File: src/sv/pac_pkg.sv
`timescale 1ns / 1ps
// ----------------------------------------------------------------------------
// pac_pkg: shared types and constants for the polygon area/centroid core
// Widths of the vertex and result fields, the accumulators and the divider,
// plus the request/response structs between the core and its divider.
// ----------------------------------------------------------------------------
package pac_pkg;

	localparam int COORD_W   = 16;                 // vertex coordinate width
	localparam int FRAC_BITS = 8;                  // centroid fraction bits
	localparam int ESUM_W    = COORD_W + 1;        // sum of two coordinates
	localparam int EDGE_W    = 2 * COORD_W + 1;    // one edge cross product
	localparam int PROD_W    = ESUM_W + EDGE_W;    // shared multiplier product
	localparam int CROSS_W   = 48;                 // contour cross sum
	localparam int SUM_W     = 64;                 // centroid term sums
	localparam int AREA_W    = 46;                 // twice-area total
	localparam int CEN_W     = 24;                 // centroid result
	localparam int DVD_W     = SUM_W + FRAC_BITS;  // scaled dividend
	localparam int DCNT_W    = $clog2(DVD_W);      // divider step counter

	localparam logic [AREA_W-1:0] AREA_MAX     = {AREA_W{1'b1}};
	localparam logic [CEN_W-1:0]  CEN_POS_MAX  = {1'b0, {(CEN_W-1){1'b1}}};
	localparam logic [CEN_W-1:0]  CEN_NEG_MAG  = {1'b1, {(CEN_W-1){1'b0}}};
	localparam logic [DCNT_W-1:0] DCNT_LAST    = DCNT_W'(DVD_W - 1);

	typedef struct packed {
		logic                      start;
		logic [SUM_W-1:0]          sum;
		logic [CROSS_W-1:0]        divisor;
	} div_req_t;

	typedef struct packed {
		logic                      done;
		logic [CEN_W-1:0]          quo;
	} div_rsp_t;

endpackage

File: src/sv/pac_vertex_if.sv
`timescale 1ns / 1ps
// ----------------------------------------------------------------------------
// pac_vertex_if: vertex input channel
// Valid/ready channel carrying one polygon vertex and its end marks.
// ----------------------------------------------------------------------------
interface pac_vertex_if;
	logic                               valid;
	logic                               ready;
	logic signed [pac_pkg::COORD_W-1:0] vertex_x;
	logic signed [pac_pkg::COORD_W-1:0] vertex_y;
	logic                               contour_end;
	logic                               shape_end;

	modport source (output valid, output vertex_x, output vertex_y,
		output contour_end, output shape_end, input ready);
	modport sink (input valid, input vertex_x, input vertex_y,
		input contour_end, input shape_end, output ready);
endinterface

File: src/sv/pac_result_if.sv
`timescale 1ns / 1ps
// ----------------------------------------------------------------------------
// pac_result_if: shape result channel
// Valid/ready channel carrying twice-area, centroid and degenerate flag.
// ----------------------------------------------------------------------------
interface pac_result_if;
	logic                             valid;
	logic                             ready;
	logic [pac_pkg::AREA_W-1:0]       area_twice;
	logic signed [pac_pkg::CEN_W-1:0] centroid_x;
	logic signed [pac_pkg::CEN_W-1:0] centroid_y;
	logic                             degenerate;

	modport source (output valid, output area_twice, output centroid_x,
		output centroid_y, output degenerate, input ready);
	modport sink (input valid, input area_twice, input centroid_x,
		input centroid_y, input degenerate, output ready);
endinterface

File: src/sv/pac_div.sv
`timescale 1ns / 1ps
// ----------------------------------------------------------------------------
// pac_div: serial fixed-point divider
// Restoring division of a signed 64-bit sum by an unsigned 48-bit divisor,
// one quotient bit per cycle, with the fraction bits appended to the dividend.
// The result is truncated toward zero and saturated to the signed range.
// ----------------------------------------------------------------------------
module pac_div (
	input  logic              clk,
	input  logic              arst_n,
	input  pac_pkg::div_req_t req,
	output pac_pkg::div_rsp_t rsp
);

	logic                           busy_q;
	logic                           done_q;
	logic                           neg_q;
	logic                           ovf_q;
	logic [pac_pkg::DCNT_W-1:0]     cnt_q;
	logic [pac_pkg::DVD_W-1:0]      dvd_q;
	logic [pac_pkg::CROSS_W-1:0]    rem_q;
	logic [pac_pkg::CEN_W-1:0]      quo_q;

	logic [pac_pkg::SUM_W-1:0]      mag;
	logic [pac_pkg::CROSS_W:0]      trial;
	logic [pac_pkg::CROSS_W:0]      diff;
	logic                           fits;
	logic [pac_pkg::CEN_W-1:0]      lim;
	logic [pac_pkg::CEN_W-1:0]      res_mag;

	assign mag   = req.sum[pac_pkg::SUM_W-1] ? (~req.sum + 1'b1) : req.sum;
	assign trial = {rem_q, dvd_q[pac_pkg::DVD_W-1]};
	assign diff  = trial - {1'b0, req.divisor};
	assign fits  = (trial >= {1'b0, req.divisor});

	always_ff @(posedge clk or negedge arst_n) begin
		if (!arst_n) begin
			busy_q <= 1'b0;
			done_q <= 1'b0;
			neg_q  <= 1'b0;
			ovf_q  <= 1'b0;
			cnt_q  <= '0;
			dvd_q  <= '0;
			rem_q  <= '0;
			quo_q  <= '0;
		end else begin
			done_q <= 1'b0;
			if (req.start) begin
				busy_q <= 1'b1;
				neg_q  <= req.sum[pac_pkg::SUM_W-1];
				ovf_q  <= 1'b0;
				cnt_q  <= '0;
				dvd_q  <= {mag, {pac_pkg::FRAC_BITS{1'b0}}};
				rem_q  <= '0;
				quo_q  <= '0;
			end else if (busy_q) begin
				rem_q <= fits ? diff[pac_pkg::CROSS_W-1:0] : trial[pac_pkg::CROSS_W-1:0];
				quo_q <= {quo_q[pac_pkg::CEN_W-2:0], fits};
				// A set bit falling off the top means the quotient is already too big.
				ovf_q <= ovf_q | quo_q[pac_pkg::CEN_W-1];
				dvd_q <= {dvd_q[pac_pkg::DVD_W-2:0], 1'b0};
				cnt_q <= cnt_q + 1'b1;
				if (cnt_q == pac_pkg::DCNT_LAST) begin
					busy_q <= 1'b0;
					done_q <= 1'b1;
				end
			end
		end
	end

	assign lim     = neg_q ? pac_pkg::CEN_NEG_MAG : pac_pkg::CEN_POS_MAX;
	assign res_mag = (ovf_q || (quo_q > lim)) ? lim : quo_q;

	assign rsp.done = done_q;
	assign rsp.quo  = neg_q ? (~res_mag + 1'b1) : res_mag;

endmodule

File: src/sv/polygon_area_centroid_core.sv
`timescale 1ns / 1ps
// ----------------------------------------------------------------------------
// polygon_area_centroid_core: streaming shoelace area and centroid
// Accumulates polygon edges with one shared multiplier and gives, per shape,
// twice the area and the centroid in Q16.8 through a serial divider.
// ----------------------------------------------------------------------------
// Usage:
//   vtx carries one vertex per transfer with contour_end and shape_end marks;
//   shape_end closes the open contour as well. res carries one result per
//   shape, transferred after the last vertex of that shape.
//   Each edge runs through one shared 17x33 multiplier in six steps (two
//   products for the cross term, two for the centroid terms); a vertex that
//   opens a contour adds no edge, any other vertex adds its edge, and a
//   vertex that ends a contour adds the closing edge as well (only that one
//   if it is a contour on its own). At shape end a bit-serial divider runs
//   once for each centroid axis; a zero-area shape skips the divider.
//   vtx.ready is high only while the core waits for a vertex.
//   The result sits in an output register; the core keeps accepting vertices
//   while it waits, and only stalls at the next shape end if the receiver has
//   still not taken the previous result.
//   Reset clears all accumulators and the open contour.
// ----------------------------------------------------------------------------
module polygon_area_centroid_core (
	input  logic                clk,
	input  logic                arst_n,
	pac_vertex_if.sink          vtx,
	pac_result_if.source        res
);

	typedef enum logic [3:0] {
		ST_IDLE,
		ST_E0,
		ST_E1,
		ST_E2,
		ST_E3,
		ST_E4,
		ST_E5,
		ST_CLOSE,
		ST_SETUP,
		ST_DIVX,
		ST_DIVY,
		ST_EMIT
	} state_t;

	state_t state_q;

	logic signed [pac_pkg::COORD_W-1:0] first_x_q, first_y_q, prev_x_q, prev_y_q;
	logic signed [pac_pkg::COORD_W-1:0] sx_q, sy_q, ex_q, ey_q;
	logic                               in_contour_q;
	logic                               end_q;
	logic                               shape_q;
	logic                               closing_q;

	logic signed [pac_pkg::EDGE_W-1:0]  cross_q;
	logic signed [pac_pkg::ESUM_W-1:0]  xsum_q, ysum_q;
	logic signed [pac_pkg::PROD_W-1:0]  prod_q;

	logic [pac_pkg::CROSS_W-1:0]        ccross_q;
	logic [pac_pkg::SUM_W-1:0]          cx_q, cy_q;
	logic [pac_pkg::AREA_W-1:0]         tarea_q;
	logic [pac_pkg::SUM_W-1:0]          tx_q, ty_q;

	logic                               start_q;
	logic [pac_pkg::SUM_W-1:0]          div_sum_q;
	logic [pac_pkg::CROSS_W-1:0]        div_den_q;
	logic [pac_pkg::CEN_W-1:0]          cen_x_q, cen_y_q;
	logic                               degen_q;

	logic                               out_valid_q;
	logic [pac_pkg::AREA_W-1:0]         out_area_q;
	logic [pac_pkg::CEN_W-1:0]          out_cx_q, out_cy_q;
	logic                               out_degen_q;

	logic signed [pac_pkg::ESUM_W-1:0]  mul_a;
	logic signed [pac_pkg::EDGE_W-1:0]  mul_b;
	logic signed [pac_pkg::PROD_W-1:0]  mul_p;
	logic signed [pac_pkg::EDGE_W-1:0]  cross_next;

	logic                               c_neg;
	logic [pac_pkg::CROSS_W-1:0]        c_mag;
	logic [pac_pkg::CROSS_W:0]          area_sum;
	logic [pac_pkg::SUM_W-1:0]          cx_signed, cy_signed;

	pac_pkg::div_req_t                  div_req;
	pac_pkg::div_rsp_t                  div_rsp;

	// Shared multiplier operand selection.
	always_comb begin
		case (state_q)
			ST_E0: begin
				mul_a = pac_pkg::ESUM_W'(sx_q);
				mul_b = pac_pkg::EDGE_W'(ey_q);
			end
			ST_E1: begin
				mul_a = pac_pkg::ESUM_W'(ex_q);
				mul_b = pac_pkg::EDGE_W'(sy_q);
			end
			ST_E3: begin
				mul_a = xsum_q;
				mul_b = cross_q;
			end
			ST_E4: begin
				mul_a = ysum_q;
				mul_b = cross_q;
			end
			default: begin
				mul_a = '0;
				mul_b = '0;
			end
		endcase
	end

	assign mul_p      = mul_a * mul_b;
	assign cross_next = cross_q - pac_pkg::EDGE_W'(prod_q);

	// A clockwise contour has its sums negated before they join the totals.
	assign c_neg     = ccross_q[pac_pkg::CROSS_W-1];
	assign c_mag     = c_neg ? (~ccross_q + 1'b1) : ccross_q;
	assign area_sum  = (pac_pkg::CROSS_W+1)'(tarea_q) + (pac_pkg::CROSS_W+1)'(c_mag);
	assign cx_signed = c_neg ? (~cx_q + 1'b1) : cx_q;
	assign cy_signed = c_neg ? (~cy_q + 1'b1) : cy_q;

	assign div_req.start   = start_q;
	assign div_req.sum     = div_sum_q;
	assign div_req.divisor = div_den_q;

	pac_div u_div (
		.clk    (clk),
		.arst_n (arst_n),
		.req    (div_req),
		.rsp    (div_rsp)
	);

	always_ff @(posedge clk or negedge arst_n) begin
		if (!arst_n) begin
			state_q      <= ST_IDLE;
			first_x_q    <= '0;
			first_y_q    <= '0;
			prev_x_q     <= '0;
			prev_y_q     <= '0;
			sx_q         <= '0;
			sy_q         <= '0;
			ex_q         <= '0;
			ey_q         <= '0;
			in_contour_q <= 1'b0;
			end_q        <= 1'b0;
			shape_q      <= 1'b0;
			closing_q    <= 1'b0;
			cross_q      <= '0;
			xsum_q       <= '0;
			ysum_q       <= '0;
			prod_q       <= '0;
			ccross_q     <= '0;
			cx_q         <= '0;
			cy_q         <= '0;
			tarea_q      <= '0;
			tx_q         <= '0;
			ty_q         <= '0;
			start_q      <= 1'b0;
			div_sum_q    <= '0;
			div_den_q    <= '0;
			cen_x_q      <= '0;
			cen_y_q      <= '0;
			degen_q      <= 1'b0;
			out_valid_q  <= 1'b0;
			out_area_q   <= '0;
			out_cx_q     <= '0;
			out_cy_q     <= '0;
			out_degen_q  <= 1'b0;
		end else begin
			start_q <= 1'b0;
			if (out_valid_q && res.ready) begin
				out_valid_q <= 1'b0;
			end
			case (state_q)
				ST_IDLE: begin
					if (vtx.valid) begin
						prev_x_q  <= vtx.vertex_x;
						prev_y_q  <= vtx.vertex_y;
						end_q     <= vtx.contour_end | vtx.shape_end;
						shape_q   <= vtx.shape_end;
						ex_q      <= vtx.vertex_x;
						ey_q      <= vtx.vertex_y;
						if (in_contour_q) begin
							sx_q      <= prev_x_q;
							sy_q      <= prev_y_q;
							closing_q <= 1'b0;
							state_q   <= ST_E0;
						end else begin
							first_x_q    <= vtx.vertex_x;
							first_y_q    <= vtx.vertex_y;
							in_contour_q <= 1'b1;
							// A lone vertex still runs its closing edge, which adds zero.
							if (vtx.contour_end || vtx.shape_end) begin
								sx_q      <= vtx.vertex_x;
								sy_q      <= vtx.vertex_y;
								closing_q <= 1'b1;
								state_q   <= ST_E0;
							end
						end
					end
				end
				ST_E0: begin
					prod_q  <= mul_p;
					state_q <= ST_E1;
				end
				ST_E1: begin
					cross_q <= pac_pkg::EDGE_W'(prod_q);
					prod_q  <= mul_p;
					state_q <= ST_E2;
				end
				ST_E2: begin
					cross_q  <= cross_next;
					ccross_q <= ccross_q + pac_pkg::CROSS_W'(cross_next);
					xsum_q   <= pac_pkg::ESUM_W'(ex_q) + pac_pkg::ESUM_W'(sx_q);
					ysum_q   <= pac_pkg::ESUM_W'(ey_q) + pac_pkg::ESUM_W'(sy_q);
					state_q  <= ST_E3;
				end
				ST_E3: begin
					prod_q  <= mul_p;
					state_q <= ST_E4;
				end
				ST_E4: begin
					cx_q    <= cx_q + pac_pkg::SUM_W'(prod_q);
					prod_q  <= mul_p;
					state_q <= ST_E5;
				end
				ST_E5: begin
					cy_q <= cy_q + pac_pkg::SUM_W'(prod_q);
					if (!closing_q && end_q) begin
						sx_q      <= ex_q;
						sy_q      <= ey_q;
						ex_q      <= first_x_q;
						ey_q      <= first_y_q;
						closing_q <= 1'b1;
						state_q   <= ST_E0;
					end else if (closing_q) begin
						state_q <= ST_CLOSE;
					end else begin
						state_q <= ST_IDLE;
					end
				end
				ST_CLOSE: begin
					tarea_q      <= (area_sum > (pac_pkg::CROSS_W+1)'(pac_pkg::AREA_MAX)) ?
						pac_pkg::AREA_MAX : area_sum[pac_pkg::AREA_W-1:0];
					tx_q         <= tx_q + cx_signed;
					ty_q         <= ty_q + cy_signed;
					ccross_q     <= '0;
					cx_q         <= '0;
					cy_q         <= '0;
					in_contour_q <= 1'b0;
					state_q      <= shape_q ? ST_SETUP : ST_IDLE;
				end
				ST_SETUP: begin
					// The divisor is three times twice-area, that is six times the area.
					div_den_q <= {1'b0, tarea_q, 1'b0} + pac_pkg::CROSS_W'(tarea_q);
					if (tarea_q == '0) begin
						cen_x_q <= '0;
						cen_y_q <= '0;
						degen_q <= 1'b1;
						state_q <= ST_EMIT;
					end else begin
						degen_q   <= 1'b0;
						div_sum_q <= tx_q;
						start_q   <= 1'b1;
						state_q   <= ST_DIVX;
					end
				end
				ST_DIVX: begin
					if (div_rsp.done) begin
						cen_x_q   <= div_rsp.quo;
						div_sum_q <= ty_q;
						start_q   <= 1'b1;
						state_q   <= ST_DIVY;
					end
				end
				ST_DIVY: begin
					if (div_rsp.done) begin
						cen_y_q <= div_rsp.quo;
						state_q <= ST_EMIT;
					end
				end
				ST_EMIT: begin
					if (!out_valid_q || res.ready) begin
						out_valid_q <= 1'b1;
						out_area_q  <= tarea_q;
						out_cx_q    <= cen_x_q;
						out_cy_q    <= cen_y_q;
						out_degen_q <= degen_q;
						tarea_q     <= '0;
						tx_q        <= '0;
						ty_q        <= '0;
						state_q     <= ST_IDLE;
					end
				end
				default: begin
					state_q <= ST_IDLE;
				end
			endcase
		end
	end

	assign vtx.ready      = (state_q == ST_IDLE);
	assign res.valid      = out_valid_q;
	assign res.area_twice = out_area_q;
	assign res.centroid_x = out_cx_q;
	assign res.centroid_y = out_cy_q;
	assign res.degenerate = out_degen_q;

	a_degen_flag: assert property (@(posedge clk) disable iff (!arst_n)
		res.valid |-> (res.degenerate == (res.area_twice == '0)))
		else $error("degenerate flag disagrees with area");

	a_degen_zero: assert property (@(posedge clk) disable iff (!arst_n)
		(res.valid && res.degenerate) |-> (res.centroid_x == '0 && res.centroid_y == '0))
		else $error("degenerate result carries a nonzero centroid");

	a_div_done: assert property (@(posedge clk) disable iff (!arst_n)
		div_rsp.done |-> (state_q == ST_DIVX || state_q == ST_DIVY))
		else $error("divider finished outside a divide phase");

	a_close_clears: assert property (@(posedge clk) disable iff (!arst_n)
		(state_q == ST_CLOSE) |=> (!in_contour_q && ccross_q == '0))
		else $error("contour state not cleared after close");

endmodule
File: src/flat_wrapper.sv
// flat-port wrapper written by rule: the top's interface ports become plain ports
module polygon_area_centroid_core_flat 
  (clk, arst_n, vtx_valid, vtx_vertex_x, vtx_vertex_y, vtx_contour_end, vtx_shape_end, vtx_ready, res_valid, res_area_twice, res_centroid_x, res_centroid_y, res_degenerate, res_ready);
  pac_vertex_if vtx_i ();
  pac_result_if res_i ();
  input  logic clk;
  input  logic arst_n;
  input wire logic [$bits(vtx_i.valid)-1:0] vtx_valid;
  input wire logic [$bits(vtx_i.vertex_x)-1:0] vtx_vertex_x;
  input wire logic [$bits(vtx_i.vertex_y)-1:0] vtx_vertex_y;
  input wire logic [$bits(vtx_i.contour_end)-1:0] vtx_contour_end;
  input wire logic [$bits(vtx_i.shape_end)-1:0] vtx_shape_end;
  output wire logic [$bits(vtx_i.ready)-1:0] vtx_ready;
  output wire logic [$bits(res_i.valid)-1:0] res_valid;
  output wire logic [$bits(res_i.area_twice)-1:0] res_area_twice;
  output wire logic [$bits(res_i.centroid_x)-1:0] res_centroid_x;
  output wire logic [$bits(res_i.centroid_y)-1:0] res_centroid_y;
  output wire logic [$bits(res_i.degenerate)-1:0] res_degenerate;
  input wire logic [$bits(res_i.ready)-1:0] res_ready;
  assign vtx_i.valid = vtx_valid;
  assign vtx_i.vertex_x = vtx_vertex_x;
  assign vtx_i.vertex_y = vtx_vertex_y;
  assign vtx_i.contour_end = vtx_contour_end;
  assign vtx_i.shape_end = vtx_shape_end;
  assign vtx_ready = vtx_i.ready;
  assign res_valid = res_i.valid;
  assign res_area_twice = res_i.area_twice;
  assign res_centroid_x = res_i.centroid_x;
  assign res_centroid_y = res_i.centroid_y;
  assign res_degenerate = res_i.degenerate;
  assign res_i.ready = res_ready;
  polygon_area_centroid_core u_core (.clk(clk), .arst_n(arst_n), .vtx(vtx_i), .res(res_i));
endmodule
File: config.mk
export PLATFORM = sky130hd
export DESIGN_NAME = polygon_area_centroid_core_flat
export DESIGN_NICKNAME = d
export VERILOG_FILES = /design/src/sv/pac_pkg.sv /design/src/sv/pac_vertex_if.sv /design/src/sv/pac_result_if.sv /design/src/sv/pac_div.sv /design/src/sv/polygon_area_centroid_core.sv /design/src/flat_wrapper.sv
export SDC_FILE = /design/constraint.sdc
export NUM_CORES = 2
export LEC_CHECK = 0
export BUFFER_PORTS_ARGS = -buffer_cell sky130_fd_sc_hd__clkbuf_2
export CAP_MARGIN = 10
export CORE_ASPECT_RATIO = 0.8
export CORE_MARGIN = 1.5
export CORE_UTILIZATION = 50
export DETAILED_ROUTE_END_ITERATION = 8
export PLACE_DENSITY = 0.65
export SLEW_MARGIN = 20
export SYNTH_ARGS = -nofsm -noshare
export SYNTH_HDL_FRONTEND = slang
export SYNTH_SLANG_ARGS = --single-unit
export TNS_END_PERCENT = 10
File: constraint.sdc
create_clock -name clk -period 9.1 [get_ports clk]
set_clock_uncertainty 0.15 [all_clocks]
set_input_delay 0.91 -clock clk [delete_from_list [all_inputs] [get_ports clk]]
set_output_delay 0.91 -clock clk [all_outputs]
set_load 0.03 [all_outputs]
==> results.json <==
{
  "antenna_found_initial": 12,
  "syn_inst": 10600,
  "drt_iter0_markers": 7405,
  "worst-endpoint-required_ps": 9500,
  "vias": 77800,
  "grt_max_degree": 177,
  "startpoint_type": "register",
  "grt_pass1_wl_mm": 444,
  "cts_sinks": 1008,
  "avgSynthCellArea_sq_um": 8.58,
  "ys_dominant_reg_cell": "dfrtp_1",
  "synth_nets": 11900,
  "worstHoldPathType": "primary input to register",
  "maxSlewViolCount": 0,
  "final_util_pct": 54.3,
  "ys_seq_area_share_pct": 27.6,
  "areaGrowthSynthToFinish_pct": 8.17,
  "synth_edf_count": 0,
  "stdcell_count": 13000,
  "maxSlewHeadroom_pct": 24.5,
  "yosysMostFrequentCell": "nand2_1",
  "max_stage_delay_ps": 620,
  "clk_pin_slew_ps": 70,
  "whs_ps": 273,
  "fp.dieH_um": 385,
  "fp-row-count": 140,
  "core_sq_um": 182000,
  "cts-root-buf": "clkbuf_16",
  "ant_nets": 0,
  "synth_top_cell_area_share_pct": 27.6,
  "cts_tree": "built",
  "detail_route.first_pass.iterations": 6,
  "dpl.cell_count": 12800,
  "numCtsBuffers": 111,
  "reg2regPathDepth": 29,
  "numPortBuffers": 134,
  "setup.worst_path.class": "register to register",
  "max_slew.worst_pin.slew_ps": 1130,
  "cp_max_fo": 26,
  "io_pins": 135,
  "overflow": 0,
  "fillCellCount": 16800,
  "r2r_start": "u_core.state_q[2]",
  "drive_above_1_share_pct": 6.23,
  "setup.worst_path.end": "u_core.prod_q[47]",
  "synth.largest_area_cell": "dfrtp_1",
  "dp_hpwl_mm": 229,
  "period_needed_ps": 8760,
  "async_reset_ff_share_pct": 100,
  "worstSkewPairLatency_ps": 780,
  "wire_per_inst_um": 22.2,
  "max_freq_mhz": 114,
  "yosysWarnings": 0,
  "r2r_setup_slack_ps": 340,
  "worst_path_most_repeated_cell": "fa_1",
  "drt_wl_total_mm": 290,
  "crit_arrival_ps": 9150,
  "synth_common_cells": "nand2_1, dfrtp_1, o21ai_0",
  "slowest_stage": "fa_1",
  "cts.htree.levels": 3,
  "syn_area_sq_um": 91300,
  "yosys_register_bits": 1008,
  "cts_max_path_buffers": 3,
  "status": "complete, no violations",
  "die_area_sq_um": 185000,
  "vias_per_cell": 5.96,
  "fin_nets": 11800,
  "grtUsageTotal_pct": 30.8,
  "period_share_pct": 96.2,
  "die_w_um": 481,
  "setup_violations": 0,
  "final_hold_viol_count": 0,
  "grt_pass1_vias": 73300,
  "place_congestion": 0.982,
  "worstSetupStartpoint": "u_core.state_q[2]",
  "drc": 0,
  "cp-end-kind": "register",
  "yosysUniqueCellTypes": 86,
  "r2r-end": "u_core.prod_q[47]",
  "ys_top_cells_by_area": "dfrtp_1, fa_1, ha_1",
  "cap_violations": 0,
  "start_util_pct": 50.2
}
## area by class of cell
class                      count  area [sq um]  area share [%]
antenna                        7          17.5          0.0177
inverter                     827          3100            3.14
timing repair buffer         284          1960            1.98
multi-input combinational   8297         61300            62.1
clock buffer                 139          3080            3.12
sequential                  1008         25200            25.6
clock inverter                70           975           0.987
tap                         2414          3020            3.06
## flip-flops by register name (all words and copies together) (netlist names), 24 cells and up
signal                 count
u_core.prod_q             50
u_core.cx_q               64
u_core.cen_y_q            24
u_core.tx_q               64
u_core.u_div.rem_q        48
u_core.tarea_q            46
u_core.div_den_q          48
u_core.cross_q            33
u_core.cen_x_q            24
u_core.res.area_twice     46
u_core.res.centroid_y     24
u_core.ccross_q           48
u_core.u_div.dvd_q        64
u_core.cy_q               64
u_core.ty_q               64
u_core.div_sum_q          64
u_core.u_div.quo_q        24
u_core.res.centroid_x     24
## what timing repair did
item                                    4_1_cts  5_1_grt
endpoints found under the setup margin        0       10
endpoints found under the hold margin        56        0
buffers inserted                              0       19
hold buffers                                  1        0
resized for setup                             0       13
## worst min path at each step
| stage | slack, ps | cells past startpoint | start | end |
|---|---|---|---|---|
| 2_1_floorplan | 290 | 2 | u_core.cen_x_q[0] | u_core.res.centroid_x[0] |
| 3_3_place_gp | 300 | 2 | u_core.cen_y_q[4] | u_core.res.centroid_y[4] |
| 3_5_place_dp | 310 | 2 | u_core.cen_y_q[4] | u_core.res.centroid_y[4] |
| 4_1_cts | 230 | 2 | vtx_vertex_y[4] | u_core.prev_y_q[4] |
| 5_1_grt | 260 | 2 | vtx_vertex_x[3] | u_core.first_x_q[3] |
| 6_report | 270 | 2 | vtx_vertex_y[4] | u_core.prev_y_q[4] |
## per-stage QoR
| step | cell area [sq um] | TNS, ps | setup slack, ps |
|---|---|---|---|
| finish | 98700 | 0 | 342 |
| CTS | 98500 | 0 | 195 |
| floorplan | 91300 | 0 | 635 |
| detailed placement | 94400 | 0 | 286 |
| global route | 98700 | -4.13 | -4.13 |
| global placement | 94400 | 0 | 467 |
## cells by family after synthesis
family	synth area share, %
AOI/OAI and AO/OA	19.5
xor gates and xnor gates	6.97
muxes	3.74
DFF	27.6
adders and majority gates	21.2
buffers and inverters	5.46
and+or+nand+nor	15.4
## metal layers
metal  up-vias  wire, um  GRT usage, %
met1     38100    138000          46.6
met2      2719    121000          45.0
met5         -         0             0
met4         0      8940          8.45
met3       387     22300          5.30
li1      36600         -             -
## critical path, delay by kind of cell (launching register included)
family          cells  cell delay [ps]
compound gates      9             1890
xor+xnor            1              160
fa+ha+maj           7             3590
buf+inv             5              690
flops               1              500
simple gates        7             1550
## cells in the final DEF (no fill, tap or decap), types with 111 or more instances in the layout
cell type / n
nand2_1: 1480
fa_1: 547
xnor2_1: 515
dfrtp_1: 1001
o31ai_1: 131
nand4_1: 118
nor2_1: 746
ha_1: 674
a21oi_1: 656
xor2_1: 210
a22o_1: 111
inv_1: 823
clkbuf_16: 112
o21ai_0: 949
clkbuf_2: 133
a21o_1: 330
nand3_1: 148
buf_4: 135
mux2i_1: 266
Power is left out: the tool's default activity adds up to more than one toggle a clock period on the data nets, which glitch-free logic cannot reach.
